File: src/vpa_pkg.sv
`timescale 1ns / 1ps
// ----------------------------------------------------------------------------
// vpa_pkg
// Shared types and codes of the variable-partition allocator.
// ----------------------------------------------------------------------------
package vpa_pkg;

	localparam int ADDR_W = 20;
	localparam int LEN_W = 21;
	localparam int PID_W = 16;
	localparam logic [LEN_W-1:0] MEM_LIMIT = 21'd1048576;
	localparam logic [LEN_W-1:0] MEM_RESET = 21'd4096;

	typedef enum logic [1:0] {
		ST_OK = 2'd0,
		ST_NOFIT = 2'd1,
		ST_NOTFOUND = 2'd2,
		ST_FULL = 2'd3
	} status_t;

	typedef enum logic [1:0] {
		FIT_FIRST = 2'd0,
		FIT_BEST = 2'd1,
		FIT_WORST = 2'd2,
		FIT_SPARE = 2'd3
	} fit_t;

	localparam logic OP_ALLOC = 1'b0;
	localparam logic OP_RELEASE = 1'b1;

	localparam logic CFG_FIT = 1'b0;
	localparam logic CFG_SIZE = 1'b1;

endpackage

File: src/variable_partition_allocator.sv
`timescale 1ns / 1ps
// ----------------------------------------------------------------------------
// variable_partition_allocator
// First, best or worst fit allocator over a base-ordered hole list and an
// allocation table, both kept in synchronous memories with a registered read.
// ----------------------------------------------------------------------------
// A request is taken when start is high and busy low. After reset the block
// loads the initial hole in its init state before busy drops. One sequencer
// walks the hole memory and the table memory one entry per cycle, since each
// memory has a single read port. An allocate holds busy through a check
// state, a scan of the holes, a carve state and, when the hole is emptied, a
// pass that moves the later holes down. A release holds busy while it looks
// at table entries and moves later ones up, through a start state, and while
// it passes, moves or merges holes. The result appears for one cycle with
// done high, possibly while busy is still high, and must be taken then: the
// receiver cannot stall. A memory_size write rebuilds the lists through the
// fill counts in a single write; no clearing pass is needed.
// ----------------------------------------------------------------------------
module variable_partition_allocator import vpa_pkg::*; #(
	parameter int MAX_ALLOCATIONS = 16,
	parameter int MAX_FREE_BLOCKS = 17
) (
	input  logic              clk,
	input  logic              arst_n,
	input  logic              start,
	output logic              busy,
	input  logic              operation,
	input  logic [PID_W-1:0]  process_id,
	input  logic [LEN_W-1:0]  request_size,
	output logic              done,
	output logic [ADDR_W-1:0] block_base,
	output logic [LEN_W-1:0]  block_size,
	output logic [1:0]        status,
	input  logic              cfg_valid,
	output logic              cfg_ready,
	input  logic              cfg_index,
	input  logic [LEN_W-1:0]  cfg_data
);

	localparam int FW = $clog2(MAX_FREE_BLOCKS);
	localparam int AW = (MAX_ALLOCATIONS > 1) ? $clog2(MAX_ALLOCATIONS) : 1;
	localparam int FCW = $clog2(MAX_FREE_BLOCKS + 1);
	localparam int ACW = $clog2(MAX_ALLOCATIONS + 1);
	localparam logic [FCW-1:0] FMAX = FCW'(MAX_FREE_BLOCKS);
	localparam logic [ACW-1:0] AMAX = ACW'(MAX_ALLOCATIONS);

	typedef enum logic [10:0] {
		S_INIT   = 11'b00000000001,
		S_IDLE   = 11'b00000000010,
		S_ACHK   = 11'b00000000100,
		S_SCAN   = 11'b00000001000,
		S_CARVE  = 11'b00000010000,
		S_DROP   = 11'b00000100000,
		S_LOOK   = 11'b00001000000,
		S_RM     = 11'b00010000000,
		S_HSTART = 11'b00100000000,
		S_HFIND  = 11'b01000000000,
		S_INS    = 11'b10000000000
	} state_t;

	state_t state_q;

	// Hole memory and allocation table memory.
	logic [ADDR_W+LEN_W-1:0] hole_mem [MAX_FREE_BLOCKS];
	logic [PID_W+ADDR_W+LEN_W-1:0] tab_mem [MAX_ALLOCATIONS];
	logic [ADDR_W+LEN_W-1:0] hole_rd;
	logic [PID_W+ADDR_W+LEN_W-1:0] tab_rd;
	logic [FW-1:0] h_ra, h_wa;
	logic h_we;
	logic [ADDR_W+LEN_W-1:0] h_wd;
	logic [AW-1:0] t_ra, t_wa;
	logic t_we;
	logic [PID_W+ADDR_W+LEN_W-1:0] t_wd;

	always_ff @(posedge clk) begin
		if (h_we) hole_mem[h_wa] <= h_wd;
		hole_rd <= hole_mem[h_ra];
		if (t_we) tab_mem[t_wa] <= t_wd;
		tab_rd <= tab_mem[t_ra];
	end

	logic [1:0] fit_q;
	logic [FCW-1:0] fcnt_q;
	logic [ACW-1:0] acnt_q;
	logic [FCW-1:0] fi_q;
	logic [ACW-1:0] ai_q;
	logic [PID_W-1:0] pid_q;
	logic [LEN_W-1:0] size_q;
	logic found_q;
	logic [FW-1:0] pick_q;
	logic [ADDR_W-1:0] pbase_q;
	logic [LEN_W-1:0] plen_q;
	logic [ADDR_W-1:0] rbase_q;
	logic [LEN_W-1:0] rlen_q;
	logic [ADDR_W-1:0] lbase_q;
	logic [LEN_W-1:0] llen_q;
	logic lvalid_q;
	logic [ADDR_W+LEN_W-1:0] carry_q;

	logic [ADDR_W-1:0] rd_b;
	logic [LEN_W-1:0] rd_l;
	logic [PID_W-1:0] tab_pid;
	logic [LEN_W:0] lend;
	logic [LEN_W:0] rend;
	logic [LEN_W:0] rbase_w;
	logic [LEN_W:0] rdb_w;
	logic better;
	logic scan_last;
	logic h_in;
	logic h_left;
	logic ltouch;
	logic rtouch;
	logic [FCW-1:0] fi_n1;
	logic [FCW-1:0] fi_n2;
	logic [FCW-1:0] fi_m1;
	logic [ACW-1:0] ai_n1;
	logic [ACW-1:0] ai_n2;
	logic [FW-1:0] pick_n1;
	logic [LEN_W-1:0] cfg_sat;

	assign rd_b = hole_rd[ADDR_W+LEN_W-1:LEN_W];
	assign rd_l = hole_rd[LEN_W-1:0];
	assign tab_pid = tab_rd[PID_W+ADDR_W+LEN_W-1:ADDR_W+LEN_W];
	assign rbase_w = {{(LEN_W+1-ADDR_W){1'b0}}, rbase_q};
	assign rdb_w = {{(LEN_W+1-ADDR_W){1'b0}}, rd_b};
	assign lend = {{(LEN_W+1-ADDR_W){1'b0}}, lbase_q} + {1'b0, llen_q};
	assign rend = rbase_w + {1'b0, rlen_q};
	assign fi_n1 = fi_q + FCW'(1);
	assign fi_n2 = fi_q + FCW'(2);
	assign fi_m1 = fi_q - FCW'(1);
	assign ai_n1 = ai_q + ACW'(1);
	assign ai_n2 = ai_q + ACW'(2);
	assign pick_n1 = pick_q + FW'(1);
	assign busy = (state_q != S_IDLE);
	assign cfg_ready = (state_q == S_IDLE) && !start;
	assign cfg_sat = (cfg_data > MEM_LIMIT) ? MEM_LIMIT : cfg_data;

	// Hole choice for the entry under scan.
	always_comb begin
		better = 1'b0;
		if (rd_l >= size_q) begin
			if (!found_q) better = 1'b1;
			else if (fit_q == FIT_BEST) better = rd_l < plen_q;
			else if (fit_q == FIT_WORST) better = rd_l > plen_q;
		end
	end

	assign scan_last = (better && fit_q != FIT_BEST && fit_q != FIT_WORST)
		|| (fi_n1 >= fcnt_q);

	// Neighbors of a released block in the hole list.
	assign h_in = fi_q < fcnt_q;
	assign h_left = h_in && (rd_b < rbase_q);
	assign ltouch = lvalid_q && (lend == rbase_w);
	assign rtouch = h_in && (rend == rdb_w);

	// Memory port control, driven from the sequencer state.
	always_comb begin
		h_ra = fi_q[FW-1:0];
		h_we = 1'b0;
		h_wa = fi_q[FW-1:0];
		h_wd = '0;
		t_ra = ai_q[AW-1:0];
		t_we = 1'b0;
		t_wa = ai_q[AW-1:0];
		t_wd = '0;
		case (state_q)
			S_INIT: begin
				h_we = 1'b1;
				h_wa = '0;
				h_wd = {{ADDR_W{1'b0}}, MEM_RESET};
			end
			S_IDLE: begin
				h_ra = '0;
				t_ra = '0;
				if (cfg_valid && cfg_ready && cfg_index == CFG_SIZE) begin
					h_we = 1'b1;
					h_wa = '0;
					h_wd = {{ADDR_W{1'b0}}, cfg_sat};
				end
			end
			S_SCAN: h_ra = fi_n1[FW-1:0];
			S_CARVE: begin
				h_we = 1'b1;
				h_wa = pick_q;
				h_wd = {pbase_q + size_q[ADDR_W-1:0], plen_q - size_q};
				t_we = 1'b1;
				t_wa = acnt_q[AW-1:0];
				t_wd = {pid_q, pbase_q, size_q};
				h_ra = pick_n1;
			end
			// Move the next hole down over the current slot.
			S_DROP: begin
				h_we = 1'b1;
				h_wd = hole_rd;
				h_ra = fi_n2[FW-1:0];
			end
			S_LOOK: t_ra = ai_n1[AW-1:0];
			// Move the next table entry up over the current slot.
			S_RM: begin
				t_we = 1'b1;
				t_wd = tab_rd;
				t_ra = ai_n2[AW-1:0];
			end
			S_HFIND: begin
				h_ra = fi_n1[FW-1:0];
				if (!h_left) begin
					if (ltouch && rtouch) begin
						h_we = 1'b1;
						h_wa = fi_m1[FW-1:0];
						h_wd = {lbase_q, llen_q + rlen_q + rd_l};
					end else if (ltouch) begin
						h_we = 1'b1;
						h_wa = fi_m1[FW-1:0];
						h_wd = {lbase_q, llen_q + rlen_q};
					end else if (rtouch) begin
						h_we = 1'b1;
						h_wd = {rbase_q, rlen_q + rd_l};
					end else if (fcnt_q < FMAX) begin
						h_we = 1'b1;
						h_wd = {rbase_q, rlen_q};
					end
				end
			end
			// Insert: write the carried hole, the displaced one is read.
			S_INS: begin
				h_we = 1'b1;
				h_wd = carry_q;
				h_ra = fi_n1[FW-1:0];
			end
			default: ;
		endcase
	end

	// Sequencer.
	always_ff @(posedge clk or negedge arst_n) begin
		if (!arst_n) begin
			state_q <= S_INIT;
			fit_q <= FIT_FIRST;
			fcnt_q <= FCW'(1);
			acnt_q <= '0;
			done <= 1'b0;
			status <= ST_OK;
			block_base <= '0;
			block_size <= '0;
			fi_q <= '0;
			ai_q <= '0;
			pid_q <= '0;
			size_q <= '0;
			found_q <= 1'b0;
			pick_q <= '0;
			pbase_q <= '0;
			plen_q <= '0;
			rbase_q <= '0;
			rlen_q <= '0;
			lbase_q <= '0;
			llen_q <= '0;
			lvalid_q <= 1'b0;
			carry_q <= '0;
		end else begin
			done <= 1'b0;
			case (state_q)
				S_INIT: state_q <= S_IDLE;
				S_IDLE: begin
					if (cfg_valid && cfg_ready) begin
						if (cfg_index == CFG_FIT) fit_q <= cfg_data[1:0];
						else begin
							acnt_q <= '0;
							fcnt_q <= (cfg_data == '0) ? '0 : FCW'(1);
						end
					end
					if (start) begin
						pid_q <= process_id;
						size_q <= request_size;
						fi_q <= '0;
						ai_q <= '0;
						found_q <= 1'b0;
						lvalid_q <= 1'b0;
						if (operation == OP_ALLOC) state_q <= S_ACHK;
						else state_q <= S_LOOK;
					end
				end
				// Table full, empty request and empty hole list checks before the scan.
				S_ACHK: begin
					if (acnt_q >= AMAX || size_q == '0 || fcnt_q == '0) begin
						status <= (acnt_q >= AMAX) ? ST_FULL : ST_NOFIT;
						block_base <= '0;
						block_size <= '0;
						done <= 1'b1;
						state_q <= S_IDLE;
					end else state_q <= S_SCAN;
				end
				// Hole fi_q is in the read register; the next one is being read.
				S_SCAN: begin
					if (better) begin
						found_q <= 1'b1;
						pick_q <= fi_q[FW-1:0];
						pbase_q <= rd_b;
						plen_q <= rd_l;
					end
					if (!scan_last) fi_q <= fi_n1;
					else if (found_q || better) state_q <= S_CARVE;
					else begin
						status <= ST_NOFIT;
						block_base <= '0;
						block_size <= '0;
						done <= 1'b1;
						state_q <= S_IDLE;
					end
				end
				S_CARVE: begin
					acnt_q <= acnt_q + ACW'(1);
					status <= ST_OK;
					block_base <= pbase_q;
					block_size <= size_q;
					done <= 1'b1;
					if (plen_q == size_q) begin
						if (FCW'(pick_q) + FCW'(1) < fcnt_q) begin
							fi_q <= FCW'(pick_q);
							state_q <= S_DROP;
						end else begin
							fcnt_q <= fcnt_q - FCW'(1);
							state_q <= S_IDLE;
						end
					end else state_q <= S_IDLE;
				end
				S_DROP: begin
					if (fi_n2 >= fcnt_q) begin
						fcnt_q <= fcnt_q - FCW'(1);
						state_q <= S_IDLE;
					end else fi_q <= fi_n1;
				end
				// Table entry ai_q is in the read register.
				S_LOOK: begin
					if (ai_q >= acnt_q) begin
						status <= ST_NOTFOUND;
						block_base <= '0;
						block_size <= '0;
						done <= 1'b1;
						state_q <= S_IDLE;
					end else if (tab_pid == pid_q) begin
						rbase_q <= tab_rd[ADDR_W+LEN_W-1:LEN_W];
						rlen_q <= tab_rd[LEN_W-1:0];
						status <= ST_OK;
						block_base <= tab_rd[ADDR_W+LEN_W-1:LEN_W];
						block_size <= tab_rd[LEN_W-1:0];
						done <= 1'b1;
						fi_q <= '0;
						if (ai_n1 < acnt_q) state_q <= S_RM;
						else begin
							acnt_q <= acnt_q - ACW'(1);
							state_q <= S_HSTART;
						end
					end else ai_q <= ai_n1;
				end
				S_RM: begin
					if (ai_n2 >= acnt_q) begin
						acnt_q <= acnt_q - ACW'(1);
						state_q <= S_HSTART;
					end else ai_q <= ai_n1;
				end
				// First hole is read here for the position search.
				S_HSTART: state_q <= S_HFIND;
				// Find the first hole at or above the released base, then merge or insert.
				S_HFIND: begin
					if (h_left) begin
						lvalid_q <= 1'b1;
						lbase_q <= rd_b;
						llen_q <= rd_l;
						fi_q <= fi_n1;
					end else if (ltouch && rtouch) begin
						if (fi_n1 < fcnt_q) state_q <= S_DROP;
						else begin
							fcnt_q <= fcnt_q - FCW'(1);
							state_q <= S_IDLE;
						end
					end else if (!ltouch && !rtouch && fcnt_q < FMAX) begin
						carry_q <= hole_rd;
						if (fi_q >= fcnt_q) begin
							fcnt_q <= fcnt_q + FCW'(1);
							state_q <= S_IDLE;
						end else begin
							fi_q <= fi_n1;
							state_q <= S_INS;
						end
					end else state_q <= S_IDLE;
				end
				S_INS: begin
					if (fi_q >= fcnt_q) begin
						fcnt_q <= fcnt_q + FCW'(1);
						state_q <= S_IDLE;
					end else begin
						carry_q <= hole_rd;
						fi_q <= fi_n1;
					end
				end
				default: state_q <= S_IDLE;
			endcase
		end
	end

endmodule
File: config.mk
export PLATFORM = sky130hd
export DESIGN_NAME = variable_partition_allocator
export DESIGN_NICKNAME = d
export VERILOG_FILES = /design/src/vpa_pkg.sv /design/src/variable_partition_allocator.sv
export SDC_FILE = /design/constraint.sdc
export NUM_CORES = 2
export LEC_CHECK = 0
export ABC_AREA = 1
export BUFFER_PORTS_ARGS = -buffer_cell sky130_fd_sc_hd__buf_2
export CAP_MARGIN = 20
export CELL_PAD_IN_SITES_DETAIL_PLACEMENT = 0
export CELL_PAD_IN_SITES_GLOBAL_PLACEMENT = 1
export CORE_MARGIN = 2
export CORE_UTILIZATION = 55
export DETAILED_ROUTE_END_ITERATION = 8
export GPL_ROUTABILITY_DRIVEN = 0
export PLACE_DENSITY = 0.84
export SLEW_MARGIN = 10
export SYNTH_ARGS = -nofsm -noshare
export SYNTH_HDL_FRONTEND = slang
export SYNTH_SLANG_ARGS = --single-unit
File: constraint.sdc
create_clock -name clk -period 14.75 [get_ports clk]
set_input_delay 0 -clock clk [delete_from_list [all_inputs] [get_ports clk]]
set_output_delay 0 -clock clk [all_outputs]
set_load 0.05 [all_outputs]
==> results by group <==
Run status
  – Status: finished clean

CTS
  – Clk sinks: 1,992
  – CTS Buf Count: 200
  – Hold-fix buffers, CTS: 85
  – Post-CTS Setup Bufs: 0
  – Worst-Skew Late Latency: 860 ps
  – Clock Tree Root: clkbuf_16
  – H-tree depth: 4
  – CTS max path bufs: 3
  – Resize count post-CTS: 0
  – CTS tree: yes
  – Worst-path clk slew: 60 ps

Power and ir drop
  – P per Cell Area: 148.3 nW/µm²
  – Reg power frac: 0.436
  – PnR Total Power: 15.39 mW
  – Clock share of power: 0.332
  – Switching share of power: 0.3344
  – Pleak: 41.43 nW
  – VDD IR max: 0.1315 mV
  – Net Sw Power: 5.147 mW
  – Int Power: 10.24 mW
  – Combinational share of power: 0.232

Worst setup path
  – Delay-heaviest family, CP: simple AND/OR/NAND/NOR gates
  – CP Buf/Inv Count: 6
  – Slowest Stage Delay on Critical Path: 830 ps
  – Critical-path top delay cell: nor2_4
  – Setup crit end kind: flip-flop
  – Critical Path Start: llen_q[0]
  – Worst setup SP type: flip-flop
  – Critical path class: reg2reg
  – Crit path DAT: 6230 ps
  – CP required: 15,220 ps
  – Reg2reg start: llen_q[0]
  – Critical-path maximum fanout: 41
  – Most used cell along the critical path: nand2_1

Min path
  – Hold path startpoint: request_size[0]
  – Worst Hold Class: in2reg

Global route
  – Global-route wire length before repair: 417,000 µm
  – GRT met3 Usage: 0.06190
  – Grt total ovfl: 0
  – Initial antenna violation count: 13
  – Total track usage: 0.3251
  – Largest net degree at the start of global routing: 245
  – Global Route met2 Usage: 0.5134
  – Most used routing layer: met2
  – Met1 usage: 0.4250
  – Number of global-route vias before repair: 65,020

Synth
  – Post-Synth XOR/XNOR Area: 0.01121
  – Post-synthesis simple-gate area fraction: 0.1378
  – Asr flop ratio synth: 0.1431
  – Post-Synthesis Cells: 9,047
  – Sequential share of the synthesized area: 0.6168
  – Yosys warnings: 0
  – Synth Area in Adders: 0.03466
  – Register bit total from synthesis: 1,992
  – Post-synth EDFFs: 1,609
  – Post-Syn Area: 93,070 µm²
  – Mux contribution to synthesized area: 0.0001210
  – Synth unique cells: 68
  – Synth Area in Compound Gates: 0.1264
  – Most used flip-flop cell after synthesis: edfxtp_1
  – Avg Inst Size Synth: 10.29 µm²
  – Net count after synthesis: 9,364
  – Largest family of logic cells by synthesized area: simple AND/OR/NAND/NOR gates

Detailed routing
  – Post-route ant nets: 0
  – Initial drt markers: 8,039
  – WL per Instance: 24.53 µm
  – Routed via count: 68,900
  – TritonRoute pass-1 iters: 6
  – Routed WL: 283,300 µm
  – Via density: 5.965
  – Drt drc: 0

Die
  – Die span in x: 415.4 µm
  – I/O pin count: 110
  – Initial Utilization: 0.5553
  – FP Rows: 150
  – CORE AREA: 167,600 µm²
  – Die H: 415.4 µm
  – Die area: 172,500 µm²

Timing
  – Max Slew Vio Count: 0
  – Rel. slew slack: 0.07658
  – Highest clock rate: 173.7 MHz
  – Unrepaired setup endpoints after global routing: false
  – Fin crit share: 0.3903
  – Setup-failing EPs final: 0
  – Post-Route Setup TNS: 0 ps
  – Clock skew: 65.23 ps
  – Worst-margin pin slew: 1385 ps
  – Count of final hold-check violations: 0
  – Min cycle time layout: 5757 ps

Cells and area
  – Area grow syn2layout: 11.52%
  – Commonest cells after routing, fill and taps aside: nand2_1 (1,708), edfxtp_1 (1,609), inv_1 (1,267), nand3_1 (789), o211ai_1 (593)
  – Count of nets after finishing: 9,483
  – Share of cells above drive strength 1: 0.07482
  – Fillers: 13,300
  – Commonest non-fill, non-tap cell in the layout: nand2_1

Job
  – Max-cap violations: 0

Placement
  – DP HPWL: 175,800 µm
  – PortBufs: 109
==> layout make-up <==
cell class	count	area, µm²	share of cell area
diodes	4	10.01	0.00009644
well taps	2204	2758	0.02657
clock inverters	106	1215	0.01171
repair buffers	361	2805	0.02703
clock buffers	272	5426	0.05228
inverters	1295	4872	0.04694
multi-input cells	5316	29290	0.2822
flip-flops and latches	1992	57410	0.5531
==> logic make-up after synthesis <==
group           Yosys count
mux                       1
fa+ha+maj               253
xor+xnor                116
buf+inv                1739
compound gates         1944
simple gates           3001
other cells               1
flops                  1992
==> per-stage QoR <==
step	cell area [µm²]	instances	setup slack, ps	hold slack (ps)	utilization
final	103800	11550	8993	19.24	0.6193
after global routing	103800	11550	8700	22.85	0.6193
after CTS	103600	11520	9058	5.689	0.6179
after detailed placement	96050	11060	9107	49.55	0.5731
after global placement	95910	11050	9157	42.40	0.5722
after floorplan	93070	9047	9729	-295.6	-
==> Yosys cell counts, types with 15 or more instances <==
cell	count	area [µm²]
clkbuf_1	234	878.3
o22ai_1	50	312.8
buf_4	17	127.6
a32oi_1	41	359.1
a31oi_1	21	131.4
o21ai_1	53	265.3
o211ai_1	593	4452
nand2_1	1712	6426
ha_1	245	3065
o21ai_0	565	2828
or2_2	15	93.84
edfxtp_1	1609	48320
nand3_1	790	3954
nor2_1	299	1122
xor2_1	77	674.4
xnor2_1	37	324.1
nor4_1	20	125.1
a21oi_1	524	2623
dfxtp_1	98	1962
inv_1	1270	4767
inv_2	21	78.83
nor3_1	40	200.2
o21bai_1	23	172.7
nand4_1	71	444.2
buf_2	152	760.7
buf_1	41	153.9
dfrtp_1	283	7082
==> metal layers <==
metal | vias up | routed length [µm]
li1 | 31770 | -
met5 | - | 92
met1 | 33130 | 110100
met4 | 14 | 17840
met3 | 772 | 25430
met2 | 3210 | 129800
==> sequential cells by signal, indices dropped and copies added (netlist names), 11 cells and up <==
signal      flops
hole_mem      697
pbase_q        20
block_size     21
size_q         21
tab_rd         57
llen_q         21
rlen_q         21
tab_mem       912
pid_q          16
lbase_q        20
plen_q         21
carry_q        41
state_q        11
block_base     20
rbase_q        20
hole_rd        41
==> worst min-delay path, cell delays in order <==
cell and delay [ps]:
dlygate4sd3_1 520, buf_2 100, nor2_1 80, a21oi_1 130
==> power by group through the flow <==
stage | Combinational, mW | Sequential [mW] | Clock (mW)
detailed placement | 3.45 | 6.80 | 0
global placement | 3.39 | 6.80 | 0
CTS | 3.50 | 6.69 | 5.15
global route | 3.88 | 6.70 | 5.38
finish | 3.57 | 6.71 | 5.11
floorplan | 2.12 | 6.77 | 0
==> worst paths after layout <==
check | endpoint | slack, ps | cells past startpoint
worst max-delay path | hole_mem[0][10] | 8990 | 25
worst min-delay path | size_q[0] | 20 | 4
worst max register to register | hole_mem[0][10] | 8990 | 25
worst min register to register | hole_rd[30] | 440 | 2
max in group asynchronous | pid_q[4] | 12790 | 5
min in group asynchronous | carry_q[10] | 350 | 4
Note: power is estimated with default switching activity, not from simulation.
